[config.mk]
export PLATFORM = sky130hd
export DESIGN_NAME = sha256_stream_hasher_flat
export DESIGN_NICKNAME = d
export VERILOG_FILES = /design/src/rtl/core/sha_pkg.sv /design/src/rtl/core/sha_stream_if.sv /design/src/rtl/core/sha_ram.sv /design/src/rtl/core/sha_datapath.sv /design/src/rtl/core/sha_control.sv /design/src/rtl/core/sha256_stream_hasher.sv /design/src/flat_wrapper.sv
export VERILOG_INCLUDE_DIRS = /design/src /design/src/rtl/core
export SDC_FILE = /design/constraint.sdc
export NUM_CORES = 2
export LEC_CHECK = 0
export BUFFER_PORTS_ARGS = -buffer_cell sky130_fd_sc_hd__buf_2
export CAP_MARGIN = 30
export CORE_UTILIZATION = 30
export DETAILED_ROUTE_END_ITERATION = 7
export GPL_ROUTABILITY_DRIVEN = 0
export GPL_TIMING_DRIVEN = 0
export PLACE_DENSITY_LB_ADDON = 0.08
export RECOVER_POWER = 100
export SETUP_SLACK_MARGIN = 0.5
export SYNTH_ARGS = -nofsm -noshare
export SYNTH_HDL_FRONTEND = slang
export SYNTH_SLANG_ARGS = --single-unit
[constraint.sdc]
create_clock -name clk -period 23.8 [get_ports clk]
set_input_delay 4.76 -clock clk [delete_from_list [all_inputs] [get_ports clk]]
set_output_delay 4.76 -clock clk [all_outputs]
set_load 0.05 [all_outputs]
[src/rtl/core/sha256_stream_hasher_macros.svh]
// Assertion macros shared by the hasher modules.
`ifndef SHA256_STREAM_HASHER_MACROS_SVH
`define SHA256_STREAM_HASHER_MACROS_SVH

// Implication checked on every rising clock edge outside reset.
`define SHA_ASSERT_IMP(label, clk, rst_n, ante, cons) \
    label: assert property (@(posedge clk) disable iff (!rst_n) (ante) |-> (cons)) \
        else $error("assertion failed");

// Implication whose consequent is checked in the cycle after the antecedent.
`define SHA_ASSERT_NEXT(label, clk, rst_n, ante, cons) \
    label: assert property (@(posedge clk) disable iff (!rst_n) (ante) |=> (cons)) \
        else $error("assertion failed");

`endif

[src/rtl/core/sha_pkg.sv]
// ----------------------------------------------------------------------------
// sha_pkg
// Constants, types and round functions shared by the SHA-256 hasher.
// ----------------------------------------------------------------------------
package sha_pkg;

    localparam int unsigned NumRounds = 64;
    localparam int unsigned BlockBytes = 64;
    localparam int unsigned LenPos = 56;
    localparam logic [7:0] PadByte = 8'h80;

    typedef logic [31:0] word_t;

    // Commands from the controller to the datapath.
    typedef enum logic [2:0] {
        CMD_NONE,
        CMD_LOAD_W,
        CMD_ROUND_INIT,
        CMD_ROUND,
        CMD_FOLD,
        CMD_RESTART
    } dp_cmd_t;

    typedef struct packed {
        dp_cmd_t    cmd;
        logic [5:0] idx;
    } dp_ctrl_t;

    function automatic word_t round_k(input logic [5:0] i);
        word_t k;
        case (i)
            6'd0: k = 32'h428a2f98; 6'd1: k = 32'h71374491;
            6'd2: k = 32'hb5c0fbcf; 6'd3: k = 32'he9b5dba5;
            6'd4: k = 32'h3956c25b; 6'd5: k = 32'h59f111f1;
            6'd6: k = 32'h923f82a4; 6'd7: k = 32'hab1c5ed5;
            6'd8: k = 32'hd807aa98; 6'd9: k = 32'h12835b01;
            6'd10: k = 32'h243185be; 6'd11: k = 32'h550c7dc3;
            6'd12: k = 32'h72be5d74; 6'd13: k = 32'h80deb1fe;
            6'd14: k = 32'h9bdc06a7; 6'd15: k = 32'hc19bf174;
            6'd16: k = 32'he49b69c1; 6'd17: k = 32'hefbe4786;
            6'd18: k = 32'h0fc19dc6; 6'd19: k = 32'h240ca1cc;
            6'd20: k = 32'h2de92c6f; 6'd21: k = 32'h4a7484aa;
            6'd22: k = 32'h5cb0a9dc; 6'd23: k = 32'h76f988da;
            6'd24: k = 32'h983e5152; 6'd25: k = 32'ha831c66d;
            6'd26: k = 32'hb00327c8; 6'd27: k = 32'hbf597fc7;
            6'd28: k = 32'hc6e00bf3; 6'd29: k = 32'hd5a79147;
            6'd30: k = 32'h06ca6351; 6'd31: k = 32'h14292967;
            6'd32: k = 32'h27b70a85; 6'd33: k = 32'h2e1b2138;
            6'd34: k = 32'h4d2c6dfc; 6'd35: k = 32'h53380d13;
            6'd36: k = 32'h650a7354; 6'd37: k = 32'h766a0abb;
            6'd38: k = 32'h81c2c92e; 6'd39: k = 32'h92722c85;
            6'd40: k = 32'ha2bfe8a1; 6'd41: k = 32'ha81a664b;
            6'd42: k = 32'hc24b8b70; 6'd43: k = 32'hc76c51a3;
            6'd44: k = 32'hd192e819; 6'd45: k = 32'hd6990624;
            6'd46: k = 32'hf40e3585; 6'd47: k = 32'h106aa070;
            6'd48: k = 32'h19a4c116; 6'd49: k = 32'h1e376c08;
            6'd50: k = 32'h2748774c; 6'd51: k = 32'h34b0bcb5;
            6'd52: k = 32'h391c0cb3; 6'd53: k = 32'h4ed8aa4a;
            6'd54: k = 32'h5b9cca4f; 6'd55: k = 32'h682e6ff3;
            6'd56: k = 32'h748f82ee; 6'd57: k = 32'h78a5636f;
            6'd58: k = 32'h84c87814; 6'd59: k = 32'h8cc70208;
            6'd60: k = 32'h90befffa; 6'd61: k = 32'ha4506ceb;
            6'd62: k = 32'hbef9a3f7; default: k = 32'hc67178f2;
        endcase
        return k;
    endfunction

    function automatic word_t initial_h(input logic [2:0] i);
        word_t h;
        case (i)
            3'd0: h = 32'h6a09e667; 3'd1: h = 32'hbb67ae85;
            3'd2: h = 32'h3c6ef372; 3'd3: h = 32'ha54ff53a;
            3'd4: h = 32'h510e527f; 3'd5: h = 32'h9b05688c;
            3'd6: h = 32'h1f83d9ab; default: h = 32'h5be0cd19;
        endcase
        return h;
    endfunction

    function automatic word_t rotr(input word_t x, input int unsigned n);
        return (x >> n) | (x << (32 - n));
    endfunction

endpackage

[src/rtl/core/sha_stream_if.sv]
// ----------------------------------------------------------------------------
// sha_in_if / sha_out_if
// Valid/ready channels for message bytes and digest words.
// ----------------------------------------------------------------------------
interface sha_in_if;
    logic       valid;
    logic       ready;
    logic [7:0] data_byte;
    logic       byte_present;
    logic       end_of_message;

    modport source (output valid, data_byte, byte_present, end_of_message, input ready);
    modport sink (input valid, data_byte, byte_present, end_of_message, output ready);
endinterface

interface sha_out_if;
    logic        valid;
    logic        ready;
    logic [31:0] digest_word;
    logic [2:0]  word_index;
    logic        final_word;

    modport source (output valid, digest_word, word_index, final_word, input ready);
    modport sink (input valid, digest_word, word_index, final_word, output ready);
endinterface

[src/rtl/core/sha_ram.sv]
// ----------------------------------------------------------------------------
// sha_ram
// Generic single-port-write, single-port-read RAM with registered read.
// ----------------------------------------------------------------------------
module sha_ram #(
    parameter int unsigned Width = 8,
    parameter int unsigned Depth = 64
) (
    input  logic                     clk,
    input  logic                     wr_en,
    input  logic [$clog2(Depth)-1:0] wr_addr,
    input  logic [Width-1:0]         wr_data,
    input  logic [$clog2(Depth)-1:0] rd_addr,
    output logic [Width-1:0]         rd_data
);

    logic [Width-1:0] mem [Depth];

    always_ff @(posedge clk)
    begin
        if (wr_en)
        begin
            mem[wr_addr] <= wr_data;
        end
        rd_data <= mem[rd_addr];
    end

endmodule

[src/rtl/core/sha_datapath.sv]
// ----------------------------------------------------------------------------
// sha_datapath
// Block buffer, message schedule, round registers and chaining words.
// ----------------------------------------------------------------------------
`include "sha256_stream_hasher_macros.svh"

module sha_datapath (
    input  logic              clk,
    input  logic              rst_n,
    input  sha_pkg::dp_ctrl_t ctrl,
    input  logic              buf_wr,
    input  logic [5:0]        buf_wr_addr,
    input  logic [7:0]        buf_wr_data,
    input  logic [5:0]        buf_rd_addr,
    input  logic [2:0]        out_sel,
    output sha_pkg::word_t    out_word
);

    logic [7:0] rd_byte;
    sha_pkg::word_t w_reg [16];
    sha_pkg::word_t v_reg [8];
    sha_pkg::word_t h_reg [8];
    sha_pkg::word_t w_new, s0, s1, t1, t2, e, a, w_cur;

    sha_ram #(.Width(8), .Depth(sha_pkg::BlockBytes)) u_buf (
        .clk(clk), .wr_en(buf_wr), .wr_addr(buf_wr_addr), .wr_data(buf_wr_data),
        .rd_addr(buf_rd_addr), .rd_data(rd_byte)
    );

    // w_reg[0] is always the current round's schedule word.
    always_comb
    begin
        s0 = sha_pkg::rotr(w_reg[1], 7) ^ sha_pkg::rotr(w_reg[1], 18) ^ (w_reg[1] >> 3);
        s1 = sha_pkg::rotr(w_reg[14], 17) ^ sha_pkg::rotr(w_reg[14], 19)
             ^ (w_reg[14] >> 10);
        w_new = w_reg[0] + s0 + w_reg[9] + s1;
        w_cur = w_reg[0];
        e = v_reg[4];
        a = v_reg[0];
        t1 = v_reg[7] + (sha_pkg::rotr(e, 6) ^ sha_pkg::rotr(e, 11) ^ sha_pkg::rotr(e, 25))
             + ((e & v_reg[5]) ^ (~e & v_reg[6])) + sha_pkg::round_k(ctrl.idx) + w_cur;
        t2 = (sha_pkg::rotr(a, 2) ^ sha_pkg::rotr(a, 13) ^ sha_pkg::rotr(a, 22))
             + ((a & v_reg[1]) ^ (a & v_reg[2]) ^ (v_reg[1] & v_reg[2]));
    end

    always_ff @(posedge clk)
    begin
        case (ctrl.cmd)
            sha_pkg::CMD_LOAD_W:
            begin
                // Bytes arrive in order; shift them in from the top word.
                w_reg[15] <= {w_reg[15][23:0], rd_byte};
                for (int i = 0; i < 15; i++)
                begin
                    if (ctrl.idx[1:0] == 2'd0)
                    begin
                        w_reg[i] <= w_reg[i + 1];
                    end
                end
            end
            sha_pkg::CMD_ROUND_INIT:
            begin
                for (int i = 0; i < 8; i++)
                begin
                    v_reg[i] <= h_reg[i];
                end
            end
            sha_pkg::CMD_ROUND:
            begin
                for (int i = 1; i < 8; i++)
                begin
                    v_reg[i] <= v_reg[i - 1];
                end
                v_reg[4] <= v_reg[3] + t1;
                v_reg[0] <= t1 + t2;
                for (int i = 0; i < 15; i++)
                begin
                    w_reg[i] <= w_reg[i + 1];
                end
                w_reg[15] <= w_new;
            end
            default:
            begin
            end
        endcase
    end

    always_ff @(posedge clk or negedge rst_n)
    begin
        if (!rst_n)
        begin
            for (int i = 0; i < 8; i++)
            begin
                h_reg[i] <= sha_pkg::initial_h(3'(i));
            end
        end
        else if (ctrl.cmd == sha_pkg::CMD_FOLD)
        begin
            for (int i = 0; i < 8; i++)
            begin
                h_reg[i] <= h_reg[i] + v_reg[i];
            end
        end
        else if (ctrl.cmd == sha_pkg::CMD_RESTART)
        begin
            for (int i = 0; i < 8; i++)
            begin
                h_reg[i] <= sha_pkg::initial_h(3'(i));
            end
        end
    end

    assign out_word = h_reg[out_sel];

endmodule

[src/rtl/core/sha_control.sv]
// ----------------------------------------------------------------------------
// sha_control
// Sequencer: byte intake, padding, block compression and digest output.
// ----------------------------------------------------------------------------
`include "sha256_stream_hasher_macros.svh"

module sha_control (
    input  logic              clk,
    input  logic              rst_n,
    sha_in_if.sink            in_ch,
    sha_out_if.source         out_ch,
    output sha_pkg::dp_ctrl_t ctrl,
    output logic              buf_wr,
    output logic [5:0]        buf_wr_addr,
    output logic [7:0]        buf_wr_data,
    output logic [5:0]        buf_rd_addr,
    output logic [2:0]        out_sel,
    input  sha_pkg::word_t    out_word
);

    typedef enum logic [2:0] {
        S_IDLE,
        S_PAD,
        S_LOAD,
        S_ROUND,
        S_FOLD,
        S_OUT
    } state_t;

    state_t      state_reg;
    logic [63:0] count_reg;
    logic        last_reg;
    logic        len_done_reg;
    logic [6:0]  step_reg;
    logic [5:0]  pos_reg;
    logic [2:0]  oidx_reg;
    logic        pad_blk_reg;
    logic        accept;
    logic [63:0] bits;
    logic [2:0]  len_byte;

    assign in_ch.ready = (state_reg == S_IDLE);
    assign accept = in_ch.valid && in_ch.ready;
    assign bits = {count_reg[60:0], 3'b000};
    assign len_byte = 3'(7 - pos_reg[2:0]);

    always_comb
    begin
        buf_wr = 1'b0;
        buf_wr_addr = pos_reg;
        buf_wr_data = 8'h00;
        if (state_reg == S_IDLE && accept && in_ch.byte_present)
        begin
            buf_wr = 1'b1;
            buf_wr_addr = count_reg[5:0];
            buf_wr_data = in_ch.data_byte;
        end
        else if (state_reg == S_PAD)
        begin
            buf_wr = 1'b1;
            if (!pad_blk_reg)
            begin
                buf_wr_data = sha_pkg::PadByte;
            end
            else if (len_done_reg && pos_reg >= 6'(sha_pkg::LenPos))
            begin
                buf_wr_data = bits[8 * len_byte +: 8];
            end
        end
    end

    assign buf_rd_addr = step_reg[5:0];
    assign out_sel = oidx_reg;
    assign out_ch.valid = (state_reg == S_OUT);
    assign out_ch.digest_word = out_word;
    assign out_ch.word_index = oidx_reg;
    assign out_ch.final_word = (oidx_reg == 3'd7);

    always_comb
    begin
        ctrl.idx = (state_reg == S_LOAD) ? 6'(step_reg - 7'd1) : step_reg[5:0];
        case (state_reg)
            S_LOAD: ctrl.cmd = (step_reg == 7'd0) ? sha_pkg::CMD_NONE : sha_pkg::CMD_LOAD_W;
            S_ROUND: ctrl.cmd = sha_pkg::CMD_ROUND;
            S_FOLD: ctrl.cmd = sha_pkg::CMD_FOLD;
            default: ctrl.cmd = sha_pkg::CMD_NONE;
        endcase
        if (state_reg == S_LOAD && step_reg == 7'd64)
        begin
            ctrl.cmd = sha_pkg::CMD_LOAD_W;
        end
        if (state_reg == S_OUT && out_ch.ready && oidx_reg == 3'd7)
        begin
            ctrl.cmd = sha_pkg::CMD_RESTART;
        end
        if (state_reg == S_ROUND && step_reg == 7'd0)
        begin
            ctrl.cmd = sha_pkg::CMD_ROUND_INIT;
        end
    end

    // Round phase: step 0 copies the chain into the working set, then 64 rounds.
    always_ff @(posedge clk or negedge rst_n)
    begin
        if (!rst_n)
        begin
            state_reg <= S_IDLE;
            count_reg <= '0;
            last_reg <= 1'b0;
            len_done_reg <= 1'b0;
            step_reg <= '0;
            pos_reg <= '0;
            oidx_reg <= '0;
            pad_blk_reg <= 1'b0;
        end
        else
        begin
            case (state_reg)
                S_IDLE:
                begin
                    if (accept)
                    begin
                        last_reg <= in_ch.end_of_message;
                        step_reg <= '0;
                        if (in_ch.byte_present)
                        begin
                            count_reg <= count_reg + 64'd1;
                            pos_reg <= 6'(count_reg[5:0] + 6'd1);
                            if (count_reg[5:0] == 6'd63)
                            begin
                                state_reg <= S_LOAD;
                            end
                            else if (in_ch.end_of_message)
                            begin
                                state_reg <= S_PAD;
                                pad_blk_reg <= 1'b0;
                            end
                        end
                        else if (in_ch.end_of_message)
                        begin
                            pos_reg <= count_reg[5:0];
                            state_reg <= S_PAD;
                            pad_blk_reg <= 1'b0;
                        end
                    end
                end
                S_PAD:
                begin
                    // Marker byte first, then zeros, then length if it fits.
                    pad_blk_reg <= 1'b1;
                    pos_reg <= pos_reg + 6'd1;
                    if (!pad_blk_reg && pos_reg >= 6'(sha_pkg::LenPos))
                    begin
                        len_done_reg <= 1'b0;
                    end
                    else if (!pad_blk_reg)
                    begin
                        len_done_reg <= 1'b1;
                    end
                    if (pos_reg == 6'd63)
                    begin
                        state_reg <= S_LOAD;
                        step_reg <= '0;
                    end
                end
                S_LOAD:
                begin
                    step_reg <= step_reg + 7'd1;
                    if (step_reg == 7'd64)
                    begin
                        state_reg <= S_ROUND;
                        step_reg <= '0;
                    end
                end
                S_ROUND:
                begin
                    if (step_reg == 7'd0)
                    begin
                        step_reg <= 7'd64;
                    end
                    else
                    begin
                        step_reg <= step_reg + 7'd1;
                        if (step_reg == 7'd127)
                        begin
                            state_reg <= S_FOLD;
                        end
                    end
                end
                S_FOLD:
                begin
                    if (!last_reg)
                    begin
                        state_reg <= S_IDLE;
                    end
                    else if (!pad_blk_reg)
                    begin
                        state_reg <= S_PAD;
                        pos_reg <= count_reg[5:0];
                    end
                    else if (!len_done_reg)
                    begin
                        state_reg <= S_PAD;
                        len_done_reg <= 1'b1;
                        pos_reg <= '0;
                    end
                    else
                    begin
                        state_reg <= S_OUT;
                        oidx_reg <= '0;
                    end
                end
                S_OUT:
                begin
                    if (out_ch.ready)
                    begin
                        oidx_reg <= oidx_reg + 3'd1;
                        if (oidx_reg == 3'd7)
                        begin
                            state_reg <= S_IDLE;
                            count_reg <= '0;
                            len_done_reg <= 1'b0;
                            pad_blk_reg <= 1'b0;
                            last_reg <= 1'b0;
                        end
                    end
                end
                default:
                begin
                    state_reg <= S_IDLE;
                end
            endcase
        end
    end

    `SHA_ASSERT_IMP(a_out_only_in_out, clk, rst_n, out_ch.valid, !in_ch.ready)
    `SHA_ASSERT_NEXT(a_final_returns_idle, clk, rst_n,
        out_ch.valid && out_ch.ready && out_ch.final_word, in_ch.ready && count_reg == 64'd0)
    `SHA_ASSERT_NEXT(a_full_block_loads, clk, rst_n,
        accept && in_ch.byte_present && count_reg[5:0] == 6'd63, state_reg == S_LOAD)

endmodule

[src/rtl/core/sha256_stream_hasher.sv]
// ----------------------------------------------------------------------------
// sha256_stream_hasher
// SHA-256 digest of a byte stream, at most one byte per input beat.
// ----------------------------------------------------------------------------
// The beat that completes a 64-byte block starts a compression: the schedule
// is loaded through the one-byte read port of the block RAM, the chain is
// copied, 64 rounds run on the single round unit, and the result is folded
// in. The last beat pads one byte per cycle from the fill position to the
// end of the block, and a fresh block too when the length does not fit;
// it compresses once or twice, then offers the eight digest words h0..h7,
// one per beat. Input is not taken during that work.
module sha256_stream_hasher (
    input  logic      clk,
    input  logic      rst_n,
    sha_in_if.sink    in_ch,
    sha_out_if.source out_ch
);

    sha_pkg::dp_ctrl_t ctrl;
    logic              buf_wr;
    logic [5:0]        buf_wr_addr;
    logic [7:0]        buf_wr_data;
    logic [5:0]        buf_rd_addr;
    logic [2:0]        out_sel;
    sha_pkg::word_t    out_word;

    sha_control u_ctrl (
        .clk(clk), .rst_n(rst_n), .in_ch(in_ch), .out_ch(out_ch), .ctrl(ctrl),
        .buf_wr(buf_wr), .buf_wr_addr(buf_wr_addr), .buf_wr_data(buf_wr_data),
        .buf_rd_addr(buf_rd_addr), .out_sel(out_sel), .out_word(out_word)
    );

    sha_datapath u_dp (
        .clk(clk), .rst_n(rst_n), .ctrl(ctrl), .buf_wr(buf_wr),
        .buf_wr_addr(buf_wr_addr), .buf_wr_data(buf_wr_data),
        .buf_rd_addr(buf_rd_addr), .out_sel(out_sel), .out_word(out_word)
    );

endmodule

[src/flat_wrapper.sv]
// flat-port wrapper written by rule: the top's interface ports become plain ports
module sha256_stream_hasher_flat 
  (clk, rst_n, in_ch_valid, in_ch_data_byte, in_ch_byte_present, in_ch_end_of_message, in_ch_ready, out_ch_valid, out_ch_digest_word, out_ch_word_index, out_ch_final_word, out_ch_ready);
  sha_in_if in_ch_i ();
  sha_out_if out_ch_i ();
  input  logic clk;
  input  logic rst_n;
  input wire logic [$bits(in_ch_i.valid)-1:0] in_ch_valid;
  input wire logic [$bits(in_ch_i.data_byte)-1:0] in_ch_data_byte;
  input wire logic [$bits(in_ch_i.byte_present)-1:0] in_ch_byte_present;
  input wire logic [$bits(in_ch_i.end_of_message)-1:0] in_ch_end_of_message;
  output wire logic [$bits(in_ch_i.ready)-1:0] in_ch_ready;
  output wire logic [$bits(out_ch_i.valid)-1:0] out_ch_valid;
  output wire logic [$bits(out_ch_i.digest_word)-1:0] out_ch_digest_word;
  output wire logic [$bits(out_ch_i.word_index)-1:0] out_ch_word_index;
  output wire logic [$bits(out_ch_i.final_word)-1:0] out_ch_final_word;
  input wire logic [$bits(out_ch_i.ready)-1:0] out_ch_ready;
  assign in_ch_i.valid = in_ch_valid;
  assign in_ch_i.data_byte = in_ch_data_byte;
  assign in_ch_i.byte_present = in_ch_byte_present;
  assign in_ch_i.end_of_message = in_ch_end_of_message;
  assign in_ch_ready = in_ch_i.ready;
  assign out_ch_valid = out_ch_i.valid;
  assign out_ch_digest_word = out_ch_i.digest_word;
  assign out_ch_word_index = out_ch_i.word_index;
  assign out_ch_final_word = out_ch_i.final_word;
  assign out_ch_i.ready = out_ch_ready;
  sha256_stream_hasher u_core (.clk(clk), .rst_n(rst_n), .in_ch(in_ch_i), .out_ch(out_ch_i));
endmodule
# Word level (Yosys, flattened, before mapping)

Memories as Yosys holds them, arrays and structs flattened. A register that Yosys moved wholly into a read port is not among the register bits.
Cells that the tools add are included.

Bits in registers: 342
Bits in writable memories: 1280
ROM bits: 2048
Input port bits: 14
Output and inout port bits: 38
Logic and storage cells: 263
Memories: 4

Memories:

| name                  | words | width | read ports | clocked after Yosys merged registers in | write ports | RTL line           | RTL |
|---|---|---|---|---|---|---|---|
| (no name shown)       | 64    | 32    | 1          | 0                                       | 0           | sha_pkg.sv:31      | `case (i)` |
| u_core.u_dp.u_buf.mem | 64    | 8     | 1          | 1                                       | 1           | sha_ram.sv:17      | `logic [Width-1:0] mem [Depth];` |
| u_core.u_dp.w_reg     | 16    | 32    | 16         | 0                                       | 16          | sha_datapath.sv:20 | `sha_pkg::word_t w_reg [16];` |
| u_core.u_dp.v_reg     | 8     | 32    | 8          | 0                                       | 8           | sha_datapath.sv:21 | `sha_pkg::word_t v_reg [8];` |

Add/sub/neg operators: 25
Order comparisons: 2
Equality and inequality tests: 30
Shift-type cells: 1
Mux-type cells: 104
Bitwise operators: 53
Reduce and logical (&&, ||, !) cells: 28

Operators with widths:

| cell                                                            | number |
|---|---|
| 32-bit 2-to-1 mux                                               | 27 |
| 32-bit adder                                                    | 18 |
| 256-bit 2-to-1 mux                                              | 2 |
| 32-bit bitwise XOR                                              | 9 |
| 64-bit 2-to-1 mux                                               | 4 |
| 32-bit AND                                                      | 5 |
| 64-bit case mux with 2 select lines                             | 1 |
| 32-bit binary-select mux with 3-bit select                      | 1 |
| 64-bit by 1-bit adder with 64-bit output, second input constant | 1 |
| 64-bit by 7-bit indexed part select with 8-bit output           | 1 |
| 3-bit 2-to-1 mux                                                | 20 |
| 6-bit 2-to-1 mux                                                | 8 |
| 8-bit 2-to-1 mux                                                | 4 |
| 32-bit NOT                                                      | 1 |
| 10-bit by 32-bit OR with 32-bit output                          | 1 |
| 13-bit by 32-bit OR with 32-bit output                          | 1 |
| 14-bit by 32-bit OR with 32-bit output                          | 1 |
| 15-bit by 32-bit OR with 32-bit output                          | 1 |
| 19-bit by 32-bit OR with 32-bit output                          | 1 |
| 21-bit by 32-bit OR with 32-bit output                          | 1 |
| 25-bit by 32-bit OR with 32-bit output                          | 1 |
| 26-bit by 32-bit OR with 32-bit output                          | 1 |
| 30-bit by 32-bit OR with 32-bit output                          | 1 |
| 7-bit by 32-bit OR with 32-bit output                           | 1 |
| 42 further kinds                                                | 131 |

# Logic depth before layout (Yosys ltp)

Depth after elaboration: 11
Depth in mapped cells: 50

# By module

From an unflattened synthesis, not the netlist that was laid out.

Cell total of the unflattened synthesis: 7819
Area total of the unflattened synthesis: 91667.9 sq um

By module, submodules not included:

| module       | instances | cells an instance | area an instance (sq um) | seq. area each (sq um) |
|---|---|---|---|---|
| sha_datapath | 1         | 6135              | 65368.9                  | 29638.4 |
| sha_ram      | 1         | 972               | 20190.6                  | 15534.9 |
| sha_control  | 1         | 712               | 6108.4                   | 2077.0 |

# Worst setup path before layout

Ideal clock, no wire load.

Kind: flip-flop to flip-flop
From: reg u_core.u_ctrl.state_reg[1]
To: mem u_core.u_dp.w_reg[0][0] (netlist bit) (enable)
Setup time: 891 ps
Arrival time: 16633 ps
Required time: 22909 ps
Slack: 6276 ps
Stages on the path, launching flop included: 6
Buffers on the path: 1
Period minus slack after synthesis: 17524 ps
Cells stage by stage: dfrtp_1 clkbuf_1 nor2b_1 nand2_1 inv_1 o21a_1

RTL lines:

| item                     | RTL line           | RTL |
|---|---|---|
| start: declaration       | sha_control.sv:30  | `state_t state_reg;` |
| start signal: assignment | sha_control.sv:107 | `state_reg <= S_IDLE;` |
| start signal: assignment | sha_control.sv:131 | `state_reg <= S_LOAD;` |
| start signal: assignment | sha_control.sv:135 | `state_reg <= S_PAD;` |
| end: declaration         | sha_datapath.sv:20 |  |

==> flow_summary.json <==
{
  "num_vias": 62166,
  "ys_async_sr_fraction": 0.208,
  "tritoncts": "done",
  "ys_seq_area_frac": 0.527,
  "holdBufCountCts": 0,
  "path_buf_inv": 6,
  "place_area_sq_um": 96800,
  "fmax_ghz": 0.0591,
  "max-slew-margin-rel": -3.67,
  "setup_tns_ns": 0,
  "synthAdderAreaFrac": 0.0985,
  "ys_warn_count": 0,
  "cts_root_buf": "clkbuf_16",
  "grt_pass1_wl_um": 465000,
  "slew_violations": 1731,
  "synth_edf_count": 1280,
  "ys_seq_elements": 1627,
  "top_usage_layer": "met2",
  "grt_max_degree": 106,
  "finalHoldViolations": 0,
  "grt_pass1_vias": 60525,
  "crit_top_cell": "clkbuf_1",
  "worstSetupEndpointType": "register",
  "drt-total-wl_um": 331000,
  "dieArea_sq_um": 301000,
  "period_share": 0.711,
  "cts_max_level": 4,
  "drt_iter0_drc": 6417,
  "fin_nets": 8392,
  "design.core.area_sq_um": 297000,
  "track_usage": 0.216,
  "cts_buffer_depth": 4,
  "required_ns": 24.21,
  "cts_made_buffers": 200,
  "synthFlopType": "edfxtp_1",
  "clk_latency_ns": 0.88,
  "wire_per_inst_um": 27.8,
  "ctsResizeCount": 0,
  "final_cell_count_no_fill": 11897,
  "yosys-top-cells-count": "edfxtp_1, nand2_1, a21oi_1",
  "start_util": 0.302,
  "syn_inst": 7426,
  "antenna_found_initial": 22,
  "dieHeight_um": 549,
  "slowest_delay_ns": 4.52,
  "use_met3": 0.0359,
  "viasPerCell": 5.23,
  "dieWidth_um": 549,
  "synthMuxAreaShare": 0.0790,
  "use_met1": 0.309,
  "postCtsSetupBuffers": 0,
  "cp_top_family": "buffers and inverters",
  "io_pins": 52,
  "drc_errors": 190,
  "clock_skew_ns": 0.0644,
  "drive_above_1_share": 0.108,
  "fin_crit_ns": 16.92,
  "synth.area.top_cells": "edfxtp_1, mux4_2, dfrtp_1, ha_1, fa_1",
  "area_delta_synth_final_pct": 13.8,
  "synth_area_per_cell_sq_um": 12.1,
  "crit_slowest_cell": "clkbuf_1",
  "synth_top_area_frac": 0.428,
  "dp_cells": 11520,
  "min_path_type": "register to register",
  "violations": "DRC, capacitance limit, slew limit",
  "synth_top_cell_by_area": "edfxtp_1",
  "cts_sinks": 1627,
  "synth_top_family_by_area": "compound AO/OA/AOI/OAI gates",
  "syn_nets": 8028,
  "worstMarginPinSlew_ns": 7.00,
  "ff2ff_setup_slack_ns": 6.88,
  "rsz0062_at_grt": "false",
  "ant_nets": 0,
  "synth_area_sq_um": 89700,
  "synth.distinct_cells": 94,
  "status": "finished with violations",
  "synth.most_common_cell": "edfxtp_1",
  "setup_viol": 0,
  "portBuffers": 51,
  "stdcell_area_sq_um": 102000,
  "crit_type": "register to register",
  "met2_usage": 0.339,
  "cp_max_fo": 94,
  "clkTransAtPathRegs_ns": 0.06,
  "fin_util": 0.344,
  "grt_overflow": 0,
  "cap_violations": 43,
  "startpoint_type": "register",
  "synth-simple-area-share": 0.0900,
  "synth_xor_area_frac": 0.0637,
  "first_pass_iters": 8,
  "cp_data_arrival_time_ns": 17.33,
  "dp_hpwl_um": 254000,
  "synth_compound_area_frac": 0.114,
  "rows": 200,
  "worstPathCellList": "clkbuf_1 -> nor2b_1 -> nand2_1 -> clkinvlp_2 -> clkbuf_1 -> o21a_1 -> clkbuf_1 -> clkbuf_1 -> clkbuf_1"
}
## layout by cell type, fill, tap and decap left out, types with 18 or more instances in the layout
cell / count
a211oi_1: 38
a21o_1: 194
a21oi_1: 487
a22o_1: 24
a31oi_1: 55
and3_1: 34
buf_1: 30
buf_2: 19
buf_8: 35
bufinv_16: 18
clkbuf_1: 455
clkbuf_16: 201
clkinv_1: 38
clkinv_2: 19
dfrtp_1: 203
dfstp_2: 136
edfxtp_1: 1280
fa_1: 195
ha_1: 393
inv_1: 332
mux2_2: 97
mux2i_1: 36
mux4_2: 246
nand2_1: 867
nand2b_1: 68
nand3_1: 151
nand4_1: 33
nor2_1: 403
nor2b_1: 40
nor3_1: 109
o211ai_1: 43
o21a_1: 50
o21ai_0: 481
o21bai_1: 40
o22a_1: 19
o22ai_1: 19
o31ai_1: 23
or3_1: 40
xnor2_1: 368
xor2_1: 280
## metrics by stage
stage,worst slack (ns),hold slack (ns)
after detailed placement,9.16,0.405
after global placement,-2.86,0.400
final,6.88,0.368
after floorplan,6.28,0.400
after global routing,5.32,0.356
after CTS,9.12,0.352
## routing by layer
| metal | share of wire | wire length, um | up-vias |
|---|---|---|---|
| li1 | - | - | 27939 |
| met3 | 0.060 | 19700 | 499 |
| met4 | 0.028 | 9180 | 2 |
| met2 | 0.45 | 149000 | 2116 |
| met1 | 0.46 | 153000 | 31610 |
| met5 | 0.000039 | 13 | - |
## area by class of cell
type | count | area (sq um)
Fill cell | 29552 | 195000
Sequential cell | 1627 | 47300
Multi-Input combinational cell | 5116 | 39900
Clock buffer | 261 | 5340
Tap cell | 3939 | 4930
Buffer | 348 | 1320
Inverter | 335 | 1260
Timing Repair Buffer | 162 | 1110
Clock inverter | 95 | 1020
Antenna cell | 14 | 35.0
## final timing paths
| check | start | end | cells after the start |
|---|---|---|---|
| min in group asynchronous | rst_n | u_core.u_ctrl.count_reg[21] | 1 |
| hold reg to reg | u_core.u_dp.w_reg[0][158] | u_core.u_dp.w_reg[0][126] | 0 |
| hold / removal | u_core.u_dp.w_reg[0][158] | u_core.u_dp.w_reg[0][126] | 0 |
| max in group asynchronous | rst_n | u_core.u_dp.h_reg[64] | 3 |
| setup reg to reg | u_core.u_ctrl.state_reg[1] | u_core.u_dp.w_reg[0][109] | 9 |
| setup / recovery | u_core.u_ctrl.state_reg[1] | u_core.u_dp.w_reg[0][109] | 9 |
## cell families after synthesis
kind of cell,count (synthesis)
AOI/OAI and AO/OA,1655
xor gates and xnor gates,650
adders and majority gates,590
buffers and inverters,683
DFF,1627
muxes,387
and+or+nand+nor,1834
Power is not shown: default switching activity piles up to over one toggle a cycle in this logic, so the estimate is an artifact.
